--- config.mk ---
export PLATFORM = sky130hd
export DESIGN_NAME = pqr_alu
export DESIGN_NICKNAME = d
export VERILOG_FILES = /design/src/pqr_pkg.sv /design/src/pqr_alu.sv
export SDC_FILE = /design/constraint.sdc
export NUM_CORES = 1
export LEC_CHECK = 0
export ABC_AREA = 1
export BUFFER_PORTS_ARGS = -buffer_cell sky130_fd_sc_hd__clkbuf_2
export CAP_MARGIN = 25
export CORE_AREA = 4 4 170 172
export DETAILED_ROUTE_END_ITERATION = 12
export DIE_AREA = 0 0 174 176
export PLACE_DENSITY = 0.44
export SYNTH_ARGS = -nofsm -noshare
export SYNTH_HDL_FRONTEND = slang
export SYNTH_SLANG_ARGS = --single-unit
--- constraint.sdc ---
create_clock -name vclk -period 3
set_clock_uncertainty 0.15 [all_clocks]
set_input_delay 0.45 -clock vclk [all_inputs]
set_output_delay 0.45 -clock vclk [all_outputs]
set_load 0.05 [all_outputs]
--- src/pqr_pkg.sv ---
// ----------------------------------------------------------------------------
// Pending query ring package
// Types, sizes, action codes and ring helpers shared by the ring modules.
// ----------------------------------------------------------------------------
`timescale 1ns / 1ps

package pqr_pkg;

  localparam int RING_DEPTH = 64;
  localparam int IDX_W      = $clog2(RING_DEPTH);
  localparam int CNT_W      = $clog2(RING_DEPTH + 1);
  localparam logic [31:0] TIMEOUT_RESET = 32'd4000;

  localparam logic [1:0] ACT_APPEND = 2'd0;
  localparam logic [1:0] ACT_LOOKUP = 2'd1;
  localparam logic [1:0] ACT_ANSWER = 2'd2;
  localparam logic [1:0] ACT_CHECK  = 2'd3;

  typedef struct packed {
    logic [1:0]  action;
    logic [15:0] query_id;
    logic [15:0] query_type;
    logic [7:0]  name_length;
    logic [63:0] name_key;
    logic [15:0] item_handle;
    logic [31:0] now_time;
    logic [31:0] prior_wait;
  } req_t;

  typedef struct packed {
    logic        status;
    logic        hit;
    logic [15:0] handle_out;
    logic        timed_out;
    logic [31:0] wait_out;
    logic        overwrote_pending;
  } rsp_t;

  // One stored request record.
  typedef struct packed {
    logic [15:0] query_id;
    logic [15:0] query_type;
    logic [7:0]  name_length;
    logic [63:0] name_key;
    logic [15:0] item_handle;
    logic [31:0] recv_time;
  } rec_t;

  // Result of the shared subtract and compare unit.
  typedef struct packed {
    logic [31:0] diff;
    logic        borrow;
    logic        zero;
    logic        match;
  } alu_res_t;

  function automatic logic [IDX_W-1:0] ring_next(input logic [IDX_W-1:0] i);
    return (i == IDX_W'(RING_DEPTH - 1)) ? '0 : i + 1'b1;
  endfunction

endpackage

--- src/pqr_alu.sv ---
// ----------------------------------------------------------------------------
// Pending query ring shared compare unit
// A 32-bit subtractor with borrow and zero flags, and the record identity
// comparator used by the duplicate search.
// ----------------------------------------------------------------------------
`timescale 1ns / 1ps

module pqr_alu
  import pqr_pkg::*;
(
  input  logic [31:0] a,
  input  logic [31:0] b,
  input  rec_t        rec,
  input  req_t        probe,
  output alu_res_t    res
);

  logic [32:0] sub;

  assign sub        = {1'b0, a} - {1'b0, b};
  assign res.diff   = sub[31:0];
  assign res.borrow = sub[32];
  assign res.zero   = (sub[31:0] == 32'd0);
  assign res.match  = (rec.query_id == probe.query_id) &&
                      (rec.query_type == probe.query_type) &&
                      (rec.name_length == probe.name_length) &&
                      (rec.name_key == probe.name_key);

endmodule

==> results of run 1 <==
layout by cell type, fill, tap and decap left out, drive strengths merged, types with 4 or more instances in the layout:
cell type / instances
nor2: 71
ha: 32
nor3: 19
inv: 167
or2: 5
nand4: 23
xnor2: 64
xor2: 33
nand3: 43
o21ai: 8
buf: 120
a21oi: 26
nand2: 249
nor4: 4
clkbuf: 295
final cells by class:
type / instances / area share [%]
multi-input combinational: 596 / 52.7
timing repair buffer: 415 / 33.0
inverter: 167 / 8.41
tap: 346 / 5.79
antenna: 1 / 0.0335
worst max path at each step:
stage	from	endpoint	cells past startpoint
finish	b[23]	res[1]	14
global route	b[25]	res[1]	17
CTS	a[0]	res[1]	18
detailed placement	a[0]	res[1]	20
global placement	a[0]	res[1]	16
floorplan	a[0]	res[1]	16
logic make-up (layout without fill, tap and decap cells):
| family | Yosys count | after routing | synth area share (%) |
|---|---|---|---|
| AO/OA/AOI/OAI | 45 | 45 | 6.67 |
| AND/OR/NAND/NOR | 421 | 421 | 45.4 |
| other | 0 | 1 | 0 |
| adder cells (fa/ha/maj) | 33 | 33 | 10.6 |
| XOR/XNOR | 97 | 97 | 21.4 |
| buffers and inverters | 168 | 582 | 16.0 |
power groups by stage:
stage | Combinational (mW) | Clock (mW) | Sequential [mW]
after floorplan | 0.872 | 0 | 0
after global placement | 1.62 | 0 | 0
after detailed placement | 1.63 | 0 | 0
after CTS | 1.68 | 0 | 0
after global routing | 1.93 | 0 | 0
final | 1.78 | 0.0000000446 | 0
routing by layer:
metal	up-vias	GRT usage [%]	wire length [µm]
met4	0	0	10
met1	2573	19.0	10600
met3	2	1.16	715
met2	114	19.6	9380
met5	-	0	0
li1	3168	-	-
stage by stage:
stage	setup TNS, ns	total power [mW]	worst slack, ns	std cells
floorplan	-0.154	0.872	-0.154	764
global placement	-1.56	1.62	-0.371	1517
detailed placement	-1.71	1.63	-0.396	1517
CTS	-0.163	1.68	-0.163	1520
global route	-0.275	1.93	-0.238	1524
finish	-0.0561	1.78	-0.0561	1525
worst max-delay path: cells and delay by family:
kind / cells / cell delay (ns)
compound gates: 1 / 0.17
simple gates: 8 / 1.15
fa+ha+maj: 1 / 0.34
buf+inv: 4 / 0.34
what timing repair did:
action | in CTS | in global routing
endpoints found under the setup margin | 13 | 15
resized for setup | 38 | 99
hold buffers | 0 | 0
pin swaps | 14 | 29
buffers inserted | 3 | 4
==> flow_summary.rst, run 1 <==
.. list-table::
   :header-rows: 1

   * - Metric
     - Value
   * - Die Ht
     - 176 µm
   * - Clock period minus final worst setup slack
     - ~3.1 ns
   * - Most common cell in the netlist
     - nand2_1
   * - Max Clock Freq
     - 327 MHz
   * - DRC marker count from the first detailed-route iteration
     - 223
   * - Filler cells
     - approximately 3200
   * - Number of search-and-repair iterations in the first detailed-routing pass
     - 4
   * - Internal power of the cells
     - 0.780 mW
   * - Post-synthesis cell count
     - 764
   * - Result of the run
     - finished, violations left
   * - Worst rel slew slack
     - 59.5%
   * - Share of the yosys chip area belonging to registers
     - 0%
   * - Cell area after layout
     - 7480 µm²
   * - Switching Power
     - 0.998 mW
   * - Share of total power in combinational logic
     - 100.0%
   * - Wire length of the first global-routing pass
     - roughly 30000 µm
   * - Via count of the first global-routing pass
     - 5573
   * - Top post-synthesis cells by area
     - nand2_1, inv_1, xnor2_1, ha_1, xor2_1
   * - Class of the tightest hold or removal check
     - in2out
   * - Syn avg cell area
     - 5.20 µm²
   * - Power density over the cells
     - 238 nW/µm²
   * - Worst-path cell with the longest stage delay
     - ha_1
   * - Critical Path RT
     - 2.40 ns
   * - Routed wire length
     - 20700 µm
   * - Floorplan row count
     - 61
   * - Hold Crit Endpoint
     - res[2]
   * - Cell-by-cell listing of the critical path
     - clkbuf_2 -> inv_1 -> ha_1 -> nand2_1 -> inv_1 -> nand3_1 -> nor3_1 -> a21oi_1 -> nand3_1 -> nand2_2 -> nor2_1 -> nand3_1 -> nor2_4 -> buf_12
   * - Critical path peak fanout
     - 4
   * - Leakage
     - 4.31 nW
   * - Top-level I/O count
     - about 440
   * - Seq Cell Count
     - 0
   * - HPWL after DPL
     - 19500 µm
   * - Maximum VDD drop
     - 179 µV
   * - Post-synth top area cell
     - nand2_1
   * - Area share of the largest cell type after synthesis
     - 22.9%
   * - Global placer's final weighted congestion
     - about 0.82
   * - WP data arrival
     - 2.46 ns
   * - ANT nets after route
     - 0
   * - Layout Area Growth over Synthesis
     - 88.1%
   * - RSZ-0062 raised after global routing
     - yes
   * - DRC viols
     - 0
   * - Slew @ Worst Pin
     - roughly 0.60 ns
   * - Post-Route Utilization
     - 27.2%
   * - Number of antenna violations at the first check in global routing
     - 1
   * - Max_cap viols
     - 0
   * - Worst hold start
     - a[31]
   * - Share of layout cells above drive strength 1
     - 46.3%
   * - Final hold vios
     - 0
   * - Sum of overflow across all layers after global routing
     - 0
   * - Critical path's largest stage delay
     - 0.34 ns
   * - Core footprint
     - 27500 µm²
   * - Pins Over Slew Limit
     - 0
   * - Ratio of routed vias to standard cells
     - 3.84
   * - Startpoint class of the critical path
     - input pin
   * - Number of nets in the layout
     - 1615
   * - Initial cell density of the core
     - 14.5%
   * - Flop pwr share
     - 0%
   * - Top cell by count, worst path
     - nand3_1
   * - Area taken by flip-flops and latches
     - 0 µm²
   * - Number of buffers inserted by port buffering
     - 307
   * - Category of the critical setup timing path
     - in2out
   * - Post-route fraction of the period consumed by the critical path
     - 102%
   * - Final setup violation count
     - 1
   * - Area of placed instances
     - 6840 µm²
   * - Net count after synthesis
     - 1199
   * - Wirelength per Cell
     - 13.6 µm
   * - Commonest cells in the synthesized netlist
     - nand2_1, inv_1, nor2_1
   * - Fraction of power spent switching nets
     - 56.1%
   * - Number of vias in the routed layout
     - around 5900
   * - Total routing resource utilization after global routing
     - 12.3%
   * - Worst Setup End Kind
     - primary output
   * - Failing checks
     - setup timing
   * - Yosys warning total
     - 0
   * - Largest net degree at the start of global routing
     - 9
   * - Die span in x
     - 174 µm
   * - Synth cell types
     - 30
   * - Post-route setup slack
     - -0.0561 ns
   * - Post-Syn Area
     - 3980 µm²
   * - Die area
     - just over 30000 µm²
   * - Multi-input logic area
     - 3950 µm²
   * - Worst hold slack
     - between 1 and 1.5 ns
   * - Layout clock buffers
     - 0
   * - Clock power share
     - 0%
   * - Depth of the worst hold-timing path
     - 4
Power figures use the tool's default switching activity.
==> run 2: changes to the inputs <==
- CORE_AREA: 4 4 170 172 -> 4 4 167 169
- DIE_AREA: 0 0 174 176 -> 0 0 171 173
- PLACE_DENSITY: 0.44 -> 0.45
==> run 2 against run 1 <==
  * Die area shrank 3.4%
  * Combinational power grew 3%
  * Setup slack gained 0.0096 ns
  * Worst hold slack lost 0.0080 ns
  * Clock-buffer cell count is the same
  * Critical path depth grew 2
  * Global-route usage grew 0.36 points
  * Largest cell class unchanged
  * Critical path type unchanged
  * Utilization grew 1.8 points
  * Wire length shrank 3.8%
  * The flow still finishes with violations (setup timing)
  * Flip-flop and latch count is the same
==> flow_summary.rst, run 2 (same netlist as run 1, synthesis figures left out) <==
.. list-table::
   :header-rows: 1

   * - Metric
     - Value
   * - Buffering stage count on the worst path with inverters included
     - 5
   * - Layout Area Growth over Synthesis
     - 94.2%
   * - Category of the critical setup timing path
     - in2out
   * - Number of antenna violations at the first check in global routing
     - 2
   * - Critical path peak fanout
     - 3
   * - Final-layout setup total negative slack
     - -0.0466 ns
   * - Class of the tightest hold or removal check
     - in2out
   * - Fraction of power spent switching nets
     - 55.3%
   * - Failing checks
     - setup timing
   * - Pins Over Slew Limit
     - 0
   * - DRC viols
     - 0
   * - RSZ-0062 raised after global routing
     - yes
   * - Max Clock Freq
     - 328 MHz
   * - Die Ht
     - 173 µm
   * - Die area
     - 29600 µm²
   * - Seq Cell Count
     - 0
   * - Number of vias in the routed layout
     - roughly 5800
   * - Hold buffer count at CTS
     - 0
   * - Number of nets in the layout
     - roughly 1600
   * - Worst rel slew slack
     - 69.4%
   * - ANT nets after route
     - 0
   * - HPWL after DPL
     - 18600 µm
   * - Clock period minus final worst setup slack
     - 3.05 ns
   * - GR Layer Usage met3
     - 2.08%
   * - Startpoint class of the critical path
     - input pin
   * - Number of search-and-repair iterations in the first detailed-routing pass
     - 4
   * - Critical path's largest stage delay
     - 0.37 ns
   * - Initial cell density of the core
     - between 10% and 20%
   * - Most common library cell in the layout ignoring fill and taps
     - clkbuf_2
   * - Worst hold start
     - a[31]
   * - Internal power of the cells
     - 0.822 mW
   * - Hold Crit Endpoint
     - res[2]
   * - Switching Power
     - 1.02 mW
   * - Clock power share
     - 0%
   * - Maximum VDD drop
     - 137 µV
   * - Depth of the worst hold-timing path
     - 4
   * - Floorplan row count
     - 60
   * - Sum of overflow across all layers after global routing
     - 0
   * - Antenna fix cells
     - 0
   * - DRC marker count from the first detailed-route iteration
     - 253
   * - Flop pwr share
     - 0%
   * - Result of the run
     - finished, violations left
   * - Global placer's final weighted congestion
     - approximately 0.87
   * - Worst-path cell with the longest stage delay
     - fa_2
   * - Area of placed instances
     - roughly 6900 µm²
   * - Largest net degree at the start of global routing
     - 9
   * - Max_cap viols
     - 0
   * - Power, Total
     - roughly 1.8 mW
   * - WP data arrival
     - 2.45 ns
   * - Ratio of routed vias to standard cells
     - 3.80
   * - Cell-by-cell listing of the critical path
     - buf_6 -> inv_4 -> ha_4 -> fa_2 -> inv_2 -> nand2_2 -> nand2_2 -> nand3_2 -> nand2_2 -> a21oi_1 -> xnor2_2 -> nor2_2 -> buf_4 -> nand3_1 -> nor2_4 -> buf_12
   * - Final hold vios
     - 0
   * - Via count of the first global-routing pass
     - about 5800
   * - Count of non-filler cells in the finished layout
     - between 1500 and 2000
   * - Global-route met2 utilization
     - 20.4%
   * - Post-route setup slack
     - -0.0466 ns
   * - Top cell by count, worst path
     - nand2_2
   * - Routing layer with the top usage in global route
     - met2
   * - Multi-input logic area
     - roughly 4000 µm²
   * - Area taken by flip-flops and latches
     - 0 µm²
   * - Die span in x
     - 171 µm
   * - Met1 demand-to-capacity share in global routing
     - between 15 and 20%
   * - Slew @ Worst Pin
     - roughly 0.46 ns
   * - Leakage
     - 4.35 nW
   * - Final setup violation count
     - 1
   * - Share of layout cells above drive strength 1
     - ~50%
   * - Delay-heaviest family, CP
     - simple AND/OR/NAND/NOR gates
   * - Routed wire length
     - 19900 µm
   * - Filler cells
     - 3069
   * - Power density over the cells
     - 238 nW/µm²
   * - Top-level I/O count
     - 437
   * - Total routing resource utilization after global routing
     - between 10% and 20%
   * - Number of buffers inserted by port buffering
     - 307
   * - Wire length of the first global-routing pass
     - about 30000 µm
   * - Cell area after layout
     - 7720 µm²
   * - Share of total power in combinational logic
     - between 90% and 100%
   * - Number of placed cells counting well taps
     - 1521
   * - Core footprint
     - 26600 µm²
   * - Critical Path RT
     - 2.40 ns
   * - Layout clock buffers
     - 0
   * - Worst Setup End Kind
     - primary output
   * - Commonest cells after routing, fill and taps aside
     - clkbuf_2, nand2_1, inv_1
   * - Wirelength per Cell
     - 13.0 µm
   * - Post-route fraction of the period consumed by the critical path
     - 102%
-- run 2: layout make-up --
type | instances | area share, %
well taps | 341 | 5.52
inverters | 167 | 8.15
multi-input cells | 596 | 53.0
repair buffers | 427 | 33.3
-- run 2: timing repair --
action,in CTS,in global routing
buffers inserted,5,5
resized for setup,52,118
endpoints found under the setup margin,13,14
pin swaps,19,33
-- run 2: metal layers --
layer | vias to the layer above | share of wire [%] | wire [µm]
li1 | 3189 | - | -
met1 | 2504 | 48 | 9590
met2 | 109 | 46 | 9080
met3 | 10 | 5.6 | 1110
met4 | 4 | 0.59 | 118
met5 | - | 0.14 | 27
-- run 2: per-stage QoR --
stage	util (%)	hold slack, ns	setup slack [ns]
floorplan	-	1.01	-0.154
global placement	26.0	1.18	-0.435
detailed placement	26.0	1.18	-0.419
CTS	27.1	1.18	-0.119
global route	29.1	1.19	-0.169
finish	29.1	1.17	-0.0466
-- run 2: worst max-delay path by stage --
stage	startpoint	to	slack, ns	cells past startpoint
after floorplan	a[0]	res[1]	-0.15	16
after global routing	b[4]	res[1]	-0.17	20
after global placement	a[0]	res[1]	-0.44	16
final	a[0]	res[1]	-0.05	16
after detailed placement	a[0]	res[1]	-0.42	16
after CTS	a[0]	res[1]	-0.12	18
-- run 2: power groups by stage --
stage                     sequential (mW)  clock, mW  combinational, mW
after floorplan                         0          0              0.872
after CTS                               0          0               1.73
after global routing                    0          0               2.00
after detailed placement                0          0               1.64
final                                   0          0               1.84
after global placement                  0          0               1.64
==> run 3: changes to the inputs <==
--- a/config.mk
+++ b/config.mk
@@ -12,5 +12,7 @@
 export DETAILED_ROUTE_END_ITERATION = 12
 export DIE_AREA = 0 0 171 173
+export GPL_TIMING_DRIVEN = 0
 export PLACE_DENSITY = 0.45
+export RECOVER_POWER = 25
 export SYNTH_ARGS = -nofsm -noshare
 export SYNTH_HDL_FRONTEND = slang
==> constraint.sdc (replaced) <==
create_clock -name vclk -period 3
set_clock_uncertainty 0.15 [all_clocks]
set_input_delay 0.3 -clock vclk [all_inputs]
set_output_delay 0.3 -clock vclk [all_outputs]
set_load 0.05 [all_outputs]
==> run 3 against run 2 <==
  * The run now ends clean
  * Largest cell class unchanged
  * Sequential share of layout area unchanged
  * Setup slack improved by 0.22 ns
  * Final area is 20% lower
  * Global-route usage rose by 0.50 points
  * Combinational power decreased by 24%
  * Critical endpoint unchanged
  * Critical path type unchanged
  * Via count decreased by 7.4%
  * Cell count is 7.5% lower
  * Utilization down 5.7 points
  * Critical path depth fell by 1
  * Clock-buffer cell count unchanged
  * Total power is 24% lower
==> flow_summary.rst, run 3 (same netlist as run 1, synthesis figures left out) <==
.. list-table::
   :header-rows: 1

   * - Metric
     - Value
   * - Via count of the first global-routing pass
     - 5328
   * - Most common library cell in the layout ignoring fill and taps
     - clkbuf_2
   * - Wirelength per Cell
     - 14.4 µm
   * - Largest net degree at the start of global routing
     - 9
   * - Number of antenna violations at the first check in global routing
     - 2
   * - Initial cell density of the core
     - between 10% and 20%
   * - Max_cap viols
     - 0
   * - Clock period minus final worst setup slack
     - roughly 2.8 ns
   * - Class of the tightest hold or removal check
     - in2out
   * - Maximum VDD drop
     - 126 µV
   * - Leakage
     - approximately 3.7 nW
   * - Commonest cells after routing, fill and taps aside
     - clkbuf_2, nand2_1, inv_1
   * - HPWL after DPL
     - between 15000 and 20000 µm
   * - Worst setup slack before clock tree synthesis
     - -0.263 ns
   * - WP data arrival
     - 2.37 ns
   * - Share of layout cells above drive strength 1
     - 35.3%
   * - Top cell by count, worst path
     - nand2_1
   * - Slew @ Worst Pin
     - just under 0.7 ns
   * - Worst Setup End Kind
     - primary output
   * - ANT nets after route
     - 0
   * - DRC viols
     - 0
   * - Result of the run
     - finished, final reports clean
   * - Number of buffers inserted by port buffering
     - approximately 310
   * - Worst hold slack
     - 0.962 ns
   * - Die span in x
     - 171 µm
   * - Number of vias in the routed layout
     - 5385
   * - Global placer's final weighted congestion
     - 0.884
   * - Startpoint class of the critical path
     - input pin
   * - Worst-path cell with the longest stage delay
     - ha_1
   * - Layout Area Growth over Synthesis
     - 56.3%
   * - Floorplan row count
     - 60
   * - Pins Over Slew Limit
     - 0
   * - Post-Route Utilization
     - 23.4%
   * - DRC marker count from the first detailed-route iteration
     - 222
   * - Sum of overflow across all layers after global routing
     - 0
   * - Worst rel slew slack
     - 54.7%
   * - Hold buffer count at CTS
     - 0
   * - Die area
     - slightly below 30000 µm²
   * - Final hold vios
     - 0
   * - Total routing resource utilization after global routing
     - 13.1%
   * - Number of search-and-repair iterations in the first detailed-routing pass
     - 5
   * - Area taken by flip-flops and latches
     - 0 µm²
   * - Final setup violation count
     - 0
   * - Ratio of routed vias to standard cells
     - 3.80
   * - Core footprint
     - 26600 µm²
   * - Critical Path RT
     - 2.55 ns
   * - Post-route fraction of the period consumed by the critical path
     - 94.1%
   * - Top-level I/O count
     - between 400 and 500
   * - Wire length of the first global-routing pass
     - just over 30000 µm
   * - Die Ht
     - roughly 170 µm
   * - Power density over the cells
     - 224 nW/µm²
   * - Cell-by-cell listing of the critical path
     - clkbuf_2 -> inv_1 -> ha_1 -> nand2_1 -> inv_1 -> a21oi_2 -> o21bai_1 -> a21oi_1 -> nand2_1 -> nand2_1 -> nand2_1 -> nor2_1 -> nand3_2 -> nor2_4 -> buf_8
   * - Routed wire length
     - about 20000 µm
   * - Filler cells
     - between 3000 and 4000
   * - Antenna fix cells
     - 0
   * - Max Clock Freq
     - 354 MHz
   * - Post-route setup slack
     - 0.178 ns
   * - Critical path peak fanout
     - 5
   * - Category of the critical setup timing path
     - in2out
   * - Critical path's largest stage delay
     - 0.36 ns
   * - Number of nets in the layout
     - 1512
   * - Seq Cell Count
     - 0
   * - RSZ-0062 raised after global routing
     - no
   * - Layout clock buffers
     - 0
==> run 3: worst max-delay path, delay by kind of cell <==
| family | cells | cell delay [ns] |
|---|---|---|
| adder cells (fa/ha/maj) | 1 | 0.36 |
| AO/OA/AOI/OAI | 3 | 0.55 |
| AND/OR/NAND/NOR | 7 | 0.81 |
| buffers and inverters | 4 | 0.35 |
==> run 3: cell type report <==
class | count | area, µm² | area share, %
plain buffers | 1 | 11.3 | 0.181
inverters | 167 | 627 | 10.1
multi-input cells | 596 | 3580 | 57.7
well taps | 341 | 427 | 6.87
repair buffers | 311 | 1570 | 25.2
==> run 3: report_power, final <==
group	leakage [nW]	total, mW	switching [mW]	internal (mW)
Combinational	3.67	1.39	0.908	0.486
Clock	0	0	0	0
Sequential	0	0	0	0
==> run 3: metal layers <==
metal  vias to the layer above  GRT usage [%]  share of wire, %
met5                         -              0             0.034
met4                         2          0.264              0.26
met3                         6           1.71               4.9
met1                      2291           19.8                50
li1                       2960              -                 -
met2                       126           21.1                45
==> run 3: final timing paths <==
kind	from	to	slack (ns)	cells past startpoint
hold / removal	a[31]	res[2]	0.96	4
setup / recovery	b[17]	res[1]	0.18	15
==> run 3: stage by stage <==
stage	area [µm²]	TNS [ns]	power, mW	cells
2_1_floorplan	4000	0	0.862	764
3_3_place_gp	5960	-0.257	1.34	1412
3_5_place_dp	5960	-0.263	1.34	1412
4_1_cts	5980	0	1.35	1412
5_1_grt	6210	0	1.54	1416
6_report	6210	0	1.39	1416
==> run 3: what timing repair did <==
item                                   in CTS  in global routing
setup endpoints to repair                   1                  1
resized for setup                           6                 54
setup buffers                               0                  4
endpoints found under the hold margin       0                  0
pin swaps                                   1                  8
